### src/hdl/lr_pkg.sv
// Shared constants and types for the line rasterizer.
`timescale 1ns / 1ps

package lr_pkg;

    localparam int COORD_BITS_DEF = 11;
    localparam int STRIDE_W       = 12;
    localparam int OFFSET_W       = 22;
    localparam int COLOR_W        = 32;

    localparam logic [STRIDE_W-1:0] STRIDE_RESET = 12'd1920;

    localparam logic CMD_LOAD = 1'b0;
    localparam logic CMD_TICK = 1'b1;

    // bit 1: leftward, bit 0: shallow
    typedef enum logic [1:0] {
        OCT_STEEP_RIGHT   = 2'd0,
        OCT_SHALLOW_RIGHT = 2'd1,
        OCT_STEEP_LEFT    = 2'd2,
        OCT_SHALLOW_LEFT  = 2'd3
    } octant_t;

    typedef struct packed {
        logic valid;
        logic last;
    } pix_ctl_t;

endpackage

### src/hdl/lr_step.sv
// Line state, load setup and per-tick step; registers the emitted pixel.
`timescale 1ns / 1ps

module lr_step #(
    parameter int COORD_BITS = lr_pkg::COORD_BITS_DEF
) (
    input  logic                         aclk,
    input  logic                         aresetn,
    input  logic                         s_valid,
    output logic                         s_ready,
    input  logic                         s_command,
    input  logic [COORD_BITS-1:0]        s_start_x,
    input  logic [COORD_BITS-1:0]        s_start_y,
    input  logic [COORD_BITS-1:0]        s_end_x,
    input  logic [COORD_BITS-1:0]        s_end_y,
    input  logic [lr_pkg::COLOR_W-1:0]   s_color,
    input  logic                         pipe_ready,
    output lr_pkg::pix_ctl_t             pix_ctl,
    output logic [COORD_BITS-1:0]        pix_x,
    output logic [COORD_BITS-1:0]        pix_y,
    output logic [lr_pkg::COLOR_W-1:0]   pix_color
);
    import lr_pkg::*;

    localparam int CW = COORD_BITS;
    localparam int SW = CW + 1;
    localparam int EW = CW + 2;

    logic [SW-1:0]      cur_x_reg, cur_y_reg;
    logic [CW-1:0]      tgt_x_reg, tgt_y_reg;
    logic [CW-1:0]      span_x_reg, span_y_reg;
    logic [EW-1:0]      err_reg;
    octant_t            oct_reg;
    logic               active_reg;
    logic [COLOR_W-1:0] color_reg;
    pix_ctl_t           ctl_reg;
    logic [CW-1:0]      px_reg, py_reg;

    logic               accept;
    logic               swap;
    logic [CW-1:0]      ax, ay, bx, by;
    logic [CW-1:0]      span_x_ld, span_y_ld;
    logic               left_ld, steep_ld, last_ld, flat_ld;
    logic [SW-1:0]      cur_y_ld;

    logic               neg;
    logic [SW-1:0]      x_step, y_inc, x_tk, y_tk;
    logic [EW-1:0]      sx_e, sy_e, err_diag, err_tk;
    logic               last_tk;

    assign s_ready = !ctl_reg.valid || pipe_ready;
    assign accept  = s_valid && s_ready;

    // load setup: endpoints ordered so the line runs toward larger rows
    always_comb begin
        swap      = s_start_y > s_end_y;
        ax        = swap ? s_end_x   : s_start_x;
        ay        = swap ? s_end_y   : s_start_y;
        bx        = swap ? s_start_x : s_end_x;
        by        = swap ? s_start_y : s_end_y;
        span_y_ld = by - ay;
        left_ld   = bx < ax;
        span_x_ld = left_ld ? (ax - bx) : (bx - ax);
        steep_ld  = span_y_ld > span_x_ld;
        last_ld   = !steep_ld && (span_x_ld == '0);
        flat_ld   = !steep_ld && (span_y_ld == '0);
        cur_y_ld  = flat_ld ? ({1'b0, ay} - SW'(1)) : {1'b0, ay};
    end

    // one step of the active line
    always_comb begin
        neg      = err_reg[EW-1];
        sx_e     = {2'b00, span_x_reg};
        sy_e     = {2'b00, span_y_reg};
        err_diag = err_reg + sy_e - sx_e;
        x_step   = oct_reg[1] ? (cur_x_reg - SW'(1)) : (cur_x_reg + SW'(1));
        y_inc    = cur_y_reg + SW'(1);
        if (!oct_reg[0]) begin
            x_tk    = neg ? x_step : cur_x_reg;
            y_tk    = y_inc;
            err_tk  = neg ? err_diag : (err_reg - sx_e);
            last_tk = y_tk >= {1'b0, tgt_y_reg};
        end else begin
            x_tk    = x_step;
            y_tk    = neg ? cur_y_reg : y_inc;
            err_tk  = neg ? (err_reg + sy_e) : err_diag;
            last_tk = x_tk == {1'b0, tgt_x_reg};
        end
    end

    always_ff @(posedge aclk) begin
        if (!aresetn) begin
            cur_x_reg  <= '0;
            cur_y_reg  <= '0;
            tgt_x_reg  <= '0;
            tgt_y_reg  <= '0;
            span_x_reg <= '0;
            span_y_reg <= '0;
            err_reg    <= '0;
            oct_reg    <= OCT_STEEP_RIGHT;
            active_reg <= 1'b0;
            color_reg  <= '0;
            ctl_reg    <= '0;
            px_reg     <= '0;
            py_reg     <= '0;
        end else if (accept && s_command == CMD_LOAD) begin
            cur_x_reg     <= {1'b0, ax};
            cur_y_reg     <= cur_y_ld;
            tgt_x_reg     <= bx;
            tgt_y_reg     <= by;
            span_x_reg    <= span_x_ld;
            span_y_reg    <= span_y_ld;
            err_reg       <= '0;
            oct_reg       <= octant_t'({left_ld, !steep_ld});
            active_reg    <= !last_ld;
            color_reg     <= s_color;
            ctl_reg.valid <= 1'b1;
            ctl_reg.last  <= last_ld;
            px_reg        <= ax;
            py_reg        <= ay;
        end else if (accept && active_reg) begin
            cur_x_reg     <= x_tk;
            cur_y_reg     <= y_tk;
            err_reg       <= err_tk;
            active_reg    <= !last_tk;
            ctl_reg.valid <= 1'b1;
            ctl_reg.last  <= last_tk;
            px_reg        <= x_tk[CW-1:0];
            py_reg        <= y_tk[CW-1:0];
        end else if (pipe_ready) begin
            ctl_reg.valid <= 1'b0;
        end
    end

    assign pix_ctl   = ctl_reg;
    assign pix_x     = px_reg;
    assign pix_y     = py_reg;
    assign pix_color = color_reg;

endmodule

### src/hdl/lr_addr.sv
// Word offset computation and result output register.
`timescale 1ns / 1ps

module lr_addr #(
    parameter int COORD_BITS = lr_pkg::COORD_BITS_DEF
) (
    input  logic                         aclk,
    input  logic                         aresetn,
    input  lr_pkg::pix_ctl_t             pix_ctl,
    input  logic [COORD_BITS-1:0]        pix_x,
    input  logic [COORD_BITS-1:0]        pix_y,
    input  logic [lr_pkg::COLOR_W-1:0]   pix_color,
    input  logic [lr_pkg::STRIDE_W-1:0]  stride,
    output logic                         pipe_ready,
    output logic                         m_valid,
    input  logic                         m_ready,
    output logic [COORD_BITS-1:0]        m_pixel_x,
    output logic [COORD_BITS-1:0]        m_pixel_y,
    output logic [lr_pkg::OFFSET_W-1:0]  m_pixel_offset,
    output logic [lr_pkg::COLOR_W-1:0]   m_pixel_color,
    output logic                         m_last_pixel
);
    import lr_pkg::*;

    localparam int PW = (COORD_BITS + STRIDE_W >= OFFSET_W) ?
                        (COORD_BITS + STRIDE_W) : OFFSET_W;

    logic                  valid_reg;
    logic [COORD_BITS-1:0] x_reg, y_reg;
    logic [OFFSET_W-1:0]   offset_reg;
    logic [COLOR_W-1:0]    color_reg;
    logic                  last_reg;

    logic [PW-1:0]         prod;
    logic [PW-1:0]         sum;

    assign pipe_ready = !valid_reg || m_ready;

    always_comb begin
        prod = PW'(pix_y) * PW'(stride);
        sum  = prod + PW'(pix_x);
    end

    always_ff @(posedge aclk) begin
        if (!aresetn) begin
            valid_reg <= 1'b0;
        end else if (pipe_ready) begin
            valid_reg <= pix_ctl.valid;
        end
    end

    always_ff @(posedge aclk) begin
        if (pipe_ready && pix_ctl.valid) begin
            x_reg      <= pix_x;
            y_reg      <= pix_y;
            offset_reg <= sum[OFFSET_W-1:0];
            color_reg  <= pix_color;
            last_reg   <= pix_ctl.last;
        end
    end

    assign m_valid        = valid_reg;
    assign m_pixel_x      = x_reg;
    assign m_pixel_y      = y_reg;
    assign m_pixel_offset = offset_reg;
    assign m_pixel_color  = color_reg;
    assign m_last_pixel   = last_reg;

endmodule

### src/hdl/line_rasterizer.sv
// Top level of the line rasterizer: stride register, step stage, offset stage.
//
//  channel   dir  signals                                   transfer when
//  s_        in   command, start/end x/y, color             s_valid & s_ready
//  m_        out  pixel_x/y, pixel_offset/color, last_pixel m_valid & m_ready
//  cfg_      in   cfg_data (line stride)                    cfg_valid & cfg_ready
//
// One input transfer per cycle while s_ready is high; a pixel is registered first
// in the step register, then in the offset multiply register.
// Reset (aresetn low, synchronous) clears the line state; stride goes to 1920.
// A stalled m_ side fills both stages, then s_ready drops.
// cfg_ready is always high.
`timescale 1ns / 1ps

module line_rasterizer #(
    parameter int COORD_BITS = lr_pkg::COORD_BITS_DEF
) (
    input  logic                         aclk,
    input  logic                         aresetn,
    input  logic                         s_valid,
    output logic                         s_ready,
    input  logic                         s_command,
    input  logic [COORD_BITS-1:0]        s_start_x,
    input  logic [COORD_BITS-1:0]        s_start_y,
    input  logic [COORD_BITS-1:0]        s_end_x,
    input  logic [COORD_BITS-1:0]        s_end_y,
    input  logic [lr_pkg::COLOR_W-1:0]   s_color,
    output logic                         m_valid,
    input  logic                         m_ready,
    output logic [COORD_BITS-1:0]        m_pixel_x,
    output logic [COORD_BITS-1:0]        m_pixel_y,
    output logic [lr_pkg::OFFSET_W-1:0]  m_pixel_offset,
    output logic [lr_pkg::COLOR_W-1:0]   m_pixel_color,
    output logic                         m_last_pixel,
    input  logic                         cfg_valid,
    output logic                         cfg_ready,
    input  logic [lr_pkg::STRIDE_W-1:0]  cfg_data
);
    import lr_pkg::*;

    logic [STRIDE_W-1:0]   stride_reg;
    pix_ctl_t              pix_ctl;
    logic [COORD_BITS-1:0] pix_x, pix_y;
    logic [COLOR_W-1:0]    pix_color;
    logic                  pipe_ready;

    assign cfg_ready = 1'b1;

    always_ff @(posedge aclk) begin
        if (!aresetn) begin
            stride_reg <= STRIDE_RESET;
        end else if (cfg_valid && cfg_ready) begin
            stride_reg <= cfg_data;
        end
    end

    lr_step #(
        .COORD_BITS(COORD_BITS)
    ) u_step (
        .aclk      (aclk),
        .aresetn   (aresetn),
        .s_valid   (s_valid),
        .s_ready   (s_ready),
        .s_command (s_command),
        .s_start_x (s_start_x),
        .s_start_y (s_start_y),
        .s_end_x   (s_end_x),
        .s_end_y   (s_end_y),
        .s_color   (s_color),
        .pipe_ready(pipe_ready),
        .pix_ctl   (pix_ctl),
        .pix_x     (pix_x),
        .pix_y     (pix_y),
        .pix_color (pix_color)
    );

    lr_addr #(
        .COORD_BITS(COORD_BITS)
    ) u_addr (
        .aclk          (aclk),
        .aresetn       (aresetn),
        .pix_ctl       (pix_ctl),
        .pix_x         (pix_x),
        .pix_y         (pix_y),
        .pix_color     (pix_color),
        .stride        (stride_reg),
        .pipe_ready    (pipe_ready),
        .m_valid       (m_valid),
        .m_ready       (m_ready),
        .m_pixel_x     (m_pixel_x),
        .m_pixel_y     (m_pixel_y),
        .m_pixel_offset(m_pixel_offset),
        .m_pixel_color (m_pixel_color),
        .m_last_pixel  (m_last_pixel)
    );

endmodule

### config.mk
export PLATFORM = sky130hd
export DESIGN_NAME = line_rasterizer
export DESIGN_NICKNAME = d
export VERILOG_FILES = /design/src/hdl/lr_pkg.sv /design/src/hdl/lr_step.sv /design/src/hdl/lr_addr.sv /design/src/hdl/line_rasterizer.sv
export SDC_FILE = /design/constraint.sdc
export NUM_CORES = 1
export LEC_CHECK = 0
export ABC_CLOCK_PERIOD_IN_PS = 8300
export BUFFER_PORTS_ARGS = -buffer_cell sky130_fd_sc_hd__buf_4
export CAP_MARGIN = 30
export CORE_ASPECT_RATIO = 1.5
export CORE_UTILIZATION = 25
export CTS_BUF_LIST = sky130_fd_sc_hd__clkbuf_4
export CTS_CLUSTER_DIAMETER = 120
export DETAILED_ROUTE_END_ITERATION = 7
export PLACE_DENSITY = 0.49
export SYNTH_ARGS = -nofsm -noshare
export SYNTH_HDL_FRONTEND = slang
export SYNTH_SLANG_ARGS = --single-unit
### constraint.sdc
create_clock -name aclk -period 8.3 [get_ports aclk]
set_clock_uncertainty 0.1 [all_clocks]
set_input_delay 0.83 -clock aclk [delete_from_list [all_inputs] [get_ports aclk]]
set_output_delay 0.83 -clock aclk [all_outputs]
set_load 0.05 [all_outputs]
==> flow_metrics.tcl, run 1 <==
set metrics [dict create \
    stdcell_area_sq_um 21400 \
    grt_pass1_wl_um 93100 \
    antenna_violations_before_repair 3 \
    drtAntennaViolNets 0 \
    endpoint_kind "register" \
    cts-root-buf "sky130_fd_sc_hd__clkbuf_4" \
    die_height_um 334 \
    die_area_sq_um 74500 \
    crit_buf_inv 3 \
    cts_htree_levels 2 \
    grt_pass1_vias 16400 \
    final-max-slew-violation-count 0 \
    cts-root-to-sink-buffers 3 \
    cts_tree "built" \
    hold_path.class "in -> reg" \
    avgViaCountPerCell 4.90 \
    dpl.hpwl_um 47200 \
    detailedRoute.firstIterationViolations 621 \
    drv.max_cap_violation_count 0 \
    cts_num_sinks 219 \
    number_of_flops_mapped_to_enable_cells_by_yosys 77 \
    worst_ep_required_time_ns 8.92 \
    dominantRegCellSynth "sky130_fd_sc_hd__dfxtp_1" \
    critPathKind "in -> reg" \
    fin_crit_sh_pct 81.9 \
    finalWorstSetupSlack_ns 1.50 \
    mappedNetlistNets 2498 \
    floorplan.initialDensity_pct 25.3 \
    drt-total-wl_um 59900 \
    die_width_um 223 \
    status "completed" \
    timing.critical_path.cells "buf_4, inv_1, ha_1, a21oi_1, o21ai_1, a21o_1, o21ai_4, a21boi_1, a221o_1, nor2_1, o31ai_1, xnor2_1, inv_1, ha_1, a21o_1, a21oi_1, o211ai_1, nand2_1, a21oi_1, or4b_1, or3_1, nor4_4, a31oi_1, a311o_1" \
    powerDensity_nw_per_um2 166 \
    synth_top_area_share_pct 15.5 \
    port_buffer_count 172 \
    setup-tns-final_ns 0 \
    layout-drive-gt1-share_pct 14.0 \
    layout.nets 2651 \
    yosys_register_bits 219 \
    clk_transition_reported_paths_ns 0.07 \
    maximum_number_of_pins_on_one_net_before_global_route_repair 59 \
    post_dp_cell_area_sq_um 20600 \
    syn_area_per_cell_sq_um 8.49 \
    synth-seq-area-share_pct 28.1 \
    critPathArrivalTime_ns 7.42 \
    syn_to_final_growth_pct 16.7 \
    irDropWorstVdd_mv 0.0799 \
    dpl_worst_slack_ns 0.683 \
    detail_route.first_pass.iterations 5 \
    critical-path-top-delay-family "compound AO/OA/AOI/OAI gates" \
    timing.critical_path.from_type "input port" \
    critical_path_peak_fanout 29 \
    fin_total_pwr_mw 3.55 \
    tritoncts.num_buffers 59 \
    critical_path.slowest_cell "sky130_fd_sc_hd__o21ai_4" \
    detailroute.via_count 16100 \
    drt-wirelength-per-cell_um 18.2 \
    synth-warning-count 0 \
    setup_viol 0 \
    synth_area_leader_cell "sky130_fd_sc_hd__dfxtp_1" \
    worst_slew_pin_slew_ns 0.989 \
    clk_latency_ns 0.83 \
    synth.cells.most_frequent "320 x sky130_fd_sc_hd__nand2_1, 199 x sky130_fd_sc_hd__nor2_1, 188 x sky130_fd_sc_hd__inv_1, 142 x sky130_fd_sc_hd__dfxtp_1, 140 x sky130_fd_sc_hd__ha_1" \
    leakage_power_figure_nw 9.15 \
    placer_congestion_estimate 0.870 \
    timing.critical_path.mode_cell "sky130_fd_sc_hd__a21oi_1" \
    netlist_area_sq_um 18300 \
    synth_top_cells_by_area "sky130_fd_sc_hd__dfxtp_1 15%, sky130_fd_sc_hd__edfxtp_1 13%, sky130_fd_sc_hd__fa_1 11%" \
    synth-async-reset-ratio_pct 0 \
    post_route_drc 0 \
    top_level_ports 174 \
    grt_setup_unrepaired "no" \
    synth_cell_types 95 \
    global_route.usage.total_pct 16.0 \
    max_stage_delay_ns 0.73 \
    post_cts.resized_instances 0 \
    grt_overflow 0 \
    slew-limit-headroom_pct 33.4 \
    hold_viol 0 \
    syn_inst 2161 \
    floorplan.core_area_sq_um 72500 \
    num_rows 121 \
    max_frequency_ghz 0.147 \
    synthMostInstantiatedCell "sky130_fd_sc_hd__nand2_1" \
    post_layout_minimum_cycle_time_ns 6.80 \
]
-- worst min-delay path: cells and delay by family --
kind | cells | cell delay [ns]
AND/OR/NAND/NOR | 1 | 0.06
buffers and inverters | 1 | 0.07
multiplexers | 1 | 0.05
-- through the flow --
stage | instances | hold WS [ns] | utilization [%]
3_5_place_dp | 3174 | 0.316 | 28.4
2_1_floorplan | 2161 | 0.308 | -
4_1_cts | 3287 | 0.0000597 | 29.5
3_3_place_gp | 3173 | 0.312 | 28.3
5_1_grt | 3289 | 0.0678 | 29.5
6_report | 3289 | 0.115 | 29.5
-- layout make-up --
class | instances | area [sq um]
fillers | 7745 | 51100
multi-input cells | 1647 | 12000
flip-flops and latches | 219 | 5150
repair buffers | 197 | 1500
well taps | 922 | 1150
inverters | 190 | 714
clock buffers | 83 | 623
clock inverters | 29 | 203
diodes | 2 | 5.00
-- worst paths after layout --
kind	from	to	slack [ns]	depth (start not counted)
worst max-delay path	s_end_y[6]	u_step.cur_y_reg[4]	1.50	24
worst min-delay path	cfg_data[9]	stride_reg[9]	0.11	3
worst max register to register	u_step.pix_y[2]	u_addr.m_pixel_offset[21]	1.95	23
worst min register to register	u_step.pix_color[8]	u_addr.m_pixel_color[8]	0.33	0
-- cells in the final DEF (no fill, tap or decap), types with 7 or more instances in the layout --
master / instances
sky130_fd_sc_hd__nand3_1: 34
sky130_fd_sc_hd__nor2_1: 198
sky130_fd_sc_hd__nand2_1: 320
sky130_fd_sc_hd__xor2_1: 38
sky130_fd_sc_hd__nor3_1: 35
sky130_fd_sc_hd__inv_1: 188
sky130_fd_sc_hd__fa_1: 103
sky130_fd_sc_hd__o31ai_1: 12
sky130_fd_sc_hd__clkinv_2: 9
sky130_fd_sc_hd__mux2i_1: 36
sky130_fd_sc_hd__nand2b_1: 28
sky130_fd_sc_hd__xnor2_1: 61
sky130_fd_sc_hd__clkbuf_4: 83
sky130_fd_sc_hd__a211o_1: 8
sky130_fd_sc_hd__ha_1: 140
sky130_fd_sc_hd__or3_1: 8
sky130_fd_sc_hd__a31oi_1: 15
sky130_fd_sc_hd__a211oi_1: 53
sky130_fd_sc_hd__edfxtp_1: 77
sky130_fd_sc_hd__and3_1: 12
sky130_fd_sc_hd__a21o_1: 26
sky130_fd_sc_hd__and2_1: 72
sky130_fd_sc_hd__or2_2: 9
sky130_fd_sc_hd__o22ai_1: 9
sky130_fd_sc_hd__a311oi_1: 14
sky130_fd_sc_hd__a221oi_1: 11
sky130_fd_sc_hd__buf_4: 195
sky130_fd_sc_hd__a21oi_1: 126
sky130_fd_sc_hd__o211ai_1: 26
sky130_fd_sc_hd__dfxtp_1: 142
sky130_fd_sc_hd__o21ai_0: 73
sky130_fd_sc_hd__clkinv_1: 18
sky130_fd_sc_hd__nor2b_1: 27
sky130_fd_sc_hd__a222oi_1: 7
sky130_fd_sc_hd__a21boi_0: 8
sky130_fd_sc_hd__o21a_1: 15
-- kinds of logic after synthesis --
group,share of synthesized area (%)
flip-flops,28.1
buffers and inverters,6.30
AND/OR/NAND/NOR,19.5
XOR/XNOR,4.73
adder cells (fa/ha/maj),21.1
AO/OA/AOI/OAI,17.7
other,0.0204
multiplexers,2.54
-- power breakdown --
| group | internal [mW] | switching (mW) | total [mW] |
|---|---|---|---|
| registers | 1.19 | 0.0696 | 1.26 |
| clock network | 0.561 | 0.504 | 1.07 |
| logic | 0.471 | 0.759 | 1.23 |
| total | 2.22 | 1.33 | 3.55 |
-- per-layer routing --
metal	vias up	global-route usage, %	share of wire, %
met3	100	1.93	4.1
met1	7761	18.4	41
li1	7814	-	-
met4	0	6.29	3.2
met5	-	0	0
met2	436	29.7	51
-- timing repair --
item	CTS	global route
hold buffers	1	0
hold endpoints to repair	1	0
buffers inserted	0	0
endpoints found under the setup margin	0	0
Power figures use the tool's default switching activity.
==> run 2, diff against run 1 <==
- ABC_CLOCK_PERIOD_IN_PS: 8300 -> 6500
- clock period: 8.3 -> 6.5 ns (I/O delays scaled with it)
==> run 2 against run 1 <==
Against the previous run: core utilization is 1.5 points higher; register-to-register slack worse by 1.5 ns; sequential share of layout area fell by 1.2 points; wire length up 0.44%; combinational power increased by 41%; clock power increased by 32%; worst hold slack lost 0.028 ns; largest power group is now combinational cells.
==> flow_metrics.tcl, run 2 (synthesis results as in run 1) <==
set metrics [dict create \
    status "completed" \
    grt_setup_unrepaired "no" \
    tritoncts.num_buffers 57 \
    leakage_power_figure_nw 9.69 \
    cts_htree_levels 2 \
    setup_viol 0 \
    drtAntennaViolNets 0 \
    syn_to_final_growth_pct 22.7 \
    timing.critical_path.mode_cell "sky130_fd_sc_hd__fa_1" \
    antenna_violations_before_repair 1 \
    detailroute.via_count 16400 \
    grt_pass1_vias 17300 \
    detailedRoute.firstIterationViolations 743 \
    crit_buf_inv 3 \
    post_layout_minimum_cycle_time_ns 6.02 \
    fin_total_pwr_mw 4.73 \
    commonest_non_fill_non_tap_cell_in_the_layout "sky130_fd_sc_hd__nand2_1" \
    dpl.hpwl_um 47900 \
    num_rows 121 \
    critical_path.slowest_cell "sky130_fd_sc_hd__dfxtp_1" \
    detail_route.first_pass.iterations 5 \
    placed_insts 3242 \
    port_buffer_count 172 \
    placer_congestion_estimate 0.892 \
    hold_path.class "in -> reg" \
    die_area_sq_um 74500 \
    timing.critical_path.cells "nand2_1, fa_1, fa_1, inv_1, fa_1, inv_1, fa_1, inv_1, fa_1, ha_1, a21o_1, o21a_1, o31a_1, o41a_1, a41o_1, o41ai_1, xnor2_1" \
    worst_ep_required_time_ns 6.92 \
    clk_latency_ns 0.78 \
    top_level_ports 174 \
    cts-root-to-sink-buffers 3 \
    avgViaCountPerCell 4.82 \
    fin_crit_sh_pct 92.7 \
    floorplan.initialDensity_pct 25.3 \
    final.hold.worst_slack_ns 0.0869 \
    endpoint_kind "register" \
    global_route.usage.total_pct 16.1 \
    die_height_um 334 \
    setup-tns-final_ns 0 \
    dpl_worst_slack_ns 0.0863 \
    clkPwrFrac_pct 29.8 \
    internal_power_mw 2.97 \
    p_sw_share_pct 37.2 \
    stdcell_count 3401 \
    slew-limit-headroom_pct 31.8 \
    grt_pass1_wl_um 94500 \
    irDropWorstVdd_mv 0.0888 \
    maximum_number_of_pins_on_one_net_before_global_route_repair 68 \
    cts_num_sinks 219 \
    timing.critical_path.from_type "register" \
    critical-path-top-delay-family "adder cells" \
    drt-total-wl_um 60100 \
    layout.nets 2765 \
    top_library_cells_by_usage_in_the_layout_fill_and_taps_aside "319 x sky130_fd_sc_hd__nand2_1, 264 x sky130_fd_sc_hd__buf_4, 198 x sky130_fd_sc_hd__nor2_1" \
    utilization_pct 31.0 \
    layout-drive-gt1-share_pct 16.8 \
    max_frequency_ghz 0.166 \
    post-cts-setup-buffer-count 0 \
    critical_path_peak_fanout 14 \
    finalWorstSetupSlack_ns 0.477 \
    powerDensity_nw_per_um2 210 \
    post_route_drc 0 \
    pwr-share-comb_pct 36.6 \
    grt_overflow 0 \
    max_stage_delay_ns 0.73 \
    cts-root-buf "sky130_fd_sc_hd__clkbuf_4" \
    post_dp_cell_area_sq_um 21200 \
    cts_tree "built" \
    worst_slew_pin_slew_ns 1.02 \
    drv.max_cap_violation_count 0 \
    clk_transition_reported_paths_ns 0.07 \
    stdcell_area_sq_um 22500 \
    final-max-slew-violation-count 0 \
    floorplan.core_area_sq_um 72500 \
    hold_viol 0 \
    critPathKind "reg -> reg" \
    die_width_um 223 \
    sequential_share_of_power_pct 33.6 \
    critPathArrivalTime_ns 6.44 \
    net-switching-power_mw 1.76 \
    drt-wirelength-per-cell_um 17.7 \
]
==> run 2: final cells by class <==
| type | count | area, sq um |
|---|---|---|
| sequential | 219 | 5160 |
| multi-input combinational | 1647 | 12100 |
| inverter | 190 | 727 |
| fill | 7659 | 50000 |
| antenna | 2 | 5.00 |
| timing repair buffer | 313 | 2480 |
| tap | 922 | 1150 |
| clock inverter | 32 | 267 |
| clock buffer | 76 | 571 |
==> run 2: path summary, 6_finish.rpt <==
kind                        startpoint                         to  slack, ns  cells past startpoint
setup / recovery      u_step.pix_y[10]  u_addr.m_pixel_offset[21]       0.48                     17
hold / removal             s_end_x[10]       u_step.tgt_x_reg[10]       0.09                      3
setup reg to reg      u_step.pix_y[10]  u_addr.m_pixel_offset[21]       0.48                     17
hold reg to reg   u_step.pix_color[11]   u_addr.m_pixel_color[11]       0.32                      0
==> run 2: what timing repair did <==
action / CTS / global route
hold endpoints to repair: 47 / 0
gates resized for setup: 0 / 1
endpoints found under the setup margin: 0 / 1
hold buffers: 48 / 0
==> run 2: layer usage <==
| layer | part of all wire [%] | global-route usage, % | vias to the layer above | wire length, um |
|---|---|---|---|---|
| met4 | 4.3 | 7.50 | 0 | 2570 |
| met3 | 3.4 | 1.84 | 126 | 2030 |
| met1 | 41 | 18.2 | 7909 | 24500 |
| li1 | - | - | 8026 | - |
| met5 | 0 | 0 | - | 0 |
| met2 | 52 | 29.8 | 344 | 31000 |
==> run 2: worst min-delay path, stage by stage <==
cell and delay [ns]:
sky130_fd_sc_hd__buf_4 0.13, sky130_fd_sc_hd__nand2_1 0.05, sky130_fd_sc_hd__a311oi_1 0.07
==> run 2: power by group through the flow <==
stage	registers [mW]	clock network, mW	logic [mW]
finish	1.59	1.41	1.73
global route	1.60	1.54	1.93
CTS	1.59	1.48	1.74
detailed placement	1.62	0	1.71
global placement	1.62	0	1.69
floorplan	1.67	0	1.09
==> run 3, diff against run 2 <==
- CTS_BUF_LIST: sky130_fd_sc_hd__clkbuf_4 -> default
==> run 3 against run 2 <==
Against the previous run: sequential power is essentially flat; flip-flop and latch count is the same; via count shrank 2.2%; critical path type unchanged.
==> flow_metrics.tcl, run 3 (synthesis results as in run 1) <==
set metrics [dict create \
    drtAntennaViolNets 0 \
    commonest_non_fill_non_tap_cell_in_the_layout "sky130_fd_sc_hd__nand2_1" \
    cts-hold-fix-buffers 0 \
    floorplan.initialDensity_pct 25.3 \
    cts-root-to-sink-buffers 3 \
    detailedRoute.firstIterationViolations 813 \
    cts_htree_levels 1 \
    endpoint_kind "register" \
    maximum_number_of_pins_on_one_net_before_global_route_repair 68 \
    worst_slew_pin_slew_ns 0.993 \
    worst_ep_required_time_ns 6.69 \
    top_level_ports 174 \
    crit_buf_inv 3 \
    detail_route.first_pass.iterations 5 \
    post-cts-setup-buffer-count 0 \
    drv.max_cap_violation_count 0 \
    setup_viol 0 \
    hold_viol 0 \
    reg2regPathDepth 17 \
    die_width_um 223 \
    fin_crit_sh_pct 92.8 \
    global_route.usage.total_pct 15.8 \
    worst_hold_startpoint "cfg_data[10]" \
    hold_path.class "in -> reg" \
    irDropWorstVdd_mv 0.153 \
    utilization_pct 30.3 \
    die_area_sq_um 74500 \
    layout-drive-gt1-share_pct 15.4 \
    syn_to_final_growth_pct 19.8 \
    timing.critical_path.from_type "register" \
    critPathKind "reg -> reg" \
    grt_pass1_vias 16700 \
    placed_insts 3242 \
    die_height_um 334 \
    stdcell_count 3286 \
    floorplan.core_area_sq_um 72500 \
    post_layout_minimum_cycle_time_ns 6.03 \
    post_route_drc 0 \
    layout.nets 2683 \
    avgViaCountPerCell 4.88 \
    status "completed" \
    cts-root-buf "sky130_fd_sc_hd__clkbuf_16" \
    critical-path-top-delay-family "adder cells" \
    critical_path_peak_fanout 14 \
    r2r_slack_ns 0.47 \
    clk_latency_ns 0.56 \
    critical_path.slowest_cell "sky130_fd_sc_hd__dfxtp_1" \
    setup-tns-final_ns 0 \
    cts_num_sinks 219 \
    post_cts.resized_instances 0 \
    antenna_violations_before_repair 0 \
    grt_overflow 0 \
    timing.critical_path.cells "nand2_1, fa_1, fa_1, inv_1, fa_1, inv_1, fa_1, inv_1, fa_1, ha_1, a21o_1, o21a_1, o31a_1, o41a_1, a41o_1, o41ai_1, xnor2_1" \
    placer_congestion_estimate 0.892 \
    num_rows 121 \
    antennaDiodeCount 0 \
    leakage_power_figure_nw 9.40 \
    timing.critical_path.mode_cell "sky130_fd_sc_hd__fa_1" \
    port_buffer_count 172 \
    powerDensity_nw_per_um2 216 \
    critPathArrivalTime_ns 6.22 \
    cts_tree "built" \
    timing.hold.worst_path_depth 3 \
    max_stage_delay_ns 0.71 \
    timing.rr.end "u_addr.m_pixel_offset[21]" \
    detailroute.via_count 16000 \
    dpl.hpwl_um 47900 \
    timing.hold.worst_endpoint "stride_reg[10]" \
    grt_setup_unrepaired "no" \
    max_frequency_ghz 0.166 \
    drt-wirelength-per-cell_um 18.0 \
    slew-limit-headroom_pct 33.5 \
    grt_pass1_wl_um 92600 \
    tritoncts.num_buffers 24 \
    clk_transition_reported_paths_ns 0.07 \
    top_library_cells_by_usage_in_the_layout_fill_and_taps_aside "319 x sky130_fd_sc_hd__nand2_1, 264 x sky130_fd_sc_hd__buf_4, 198 x sky130_fd_sc_hd__nor2_1" \
    drt-total-wl_um 59200 \
    final-max-slew-violation-count 0 \
    crit-reg2reg-launch "u_step.pix_y[10]" \
]
==> run 3: worst max-delay path by stage <==
| stage | cells past startpoint | slack, ns | to | start |
|---|---|---|---|---|
| global route | 23 | 0.13 | u_addr.m_pixel_offset[21] | u_step.pix_y[2] |
| detailed placement | 28 | 0.09 | u_step.cur_y_reg[5] | s_end_y[7] |
| finish | 17 | 0.47 | u_addr.m_pixel_offset[21] | u_step.pix_y[10] |
| floorplan | 33 | -0.03 | u_step.cur_y_reg[4] | s_start_y[8] |
| global placement | 30 | 0.11 | u_step.cur_y_reg[5] | s_end_y[9] |
| CTS | 23 | 0.20 | u_addr.m_pixel_offset[21] | u_step.pix_y[2] |
==> run 3: final cells by class <==
cell class / instances / area, sq um
Fill cell: 7620 / 50500
Clock inverter: 13 / 133
Inverter: 190 / 727
Tap cell: 922 / 1150
Clock buffer: 31 / 688
Multi-Input combinational cell: 1647 / 12100
Timing Repair Buffer: 264 / 1980
Sequential cell: 219 / 5160
==> run 3: where the power goes <==
part           switching [mW]  internal (mW)
sequential             0.0744           1.52
clock                   0.613          0.830
combinational            1.02          0.685
==> run 3: routing by layer <==
| metal | GRT usage (%) | share of wire [%] |
|---|---|---|
| met1 | 18.1 | 41 |
| met2 | 29.2 | 51 |
| met3 | 1.50 | 3.4 |
| met4 | 7.15 | 4.2 |
| met5 | 0 | 0 |
==> run 3: worst min-delay path: stages <==
cell and delay, ns:
sky130_fd_sc_hd__buf_4 0.08, sky130_fd_sc_hd__mux2i_1 0.05, sky130_fd_sc_hd__nand2_1 0.05
==> run 3: stage by stage <==
stage | total power, mW | cell area (sq um) | setup WS (ns) | hold slack [ns]
finish | 4.74 | 22000 | 0.468 | 0.208
global route | 5.03 | 22000 | 0.133 | 0.201
CTS | 4.81 | 22000 | 0.196 | 0.175
detailed placement | 3.33 | 21200 | 0.0863 | 0.316
global placement | 3.31 | 21200 | 0.112 | 0.312
floorplan | 2.76 | 18500 | -0.0276 | 0.308
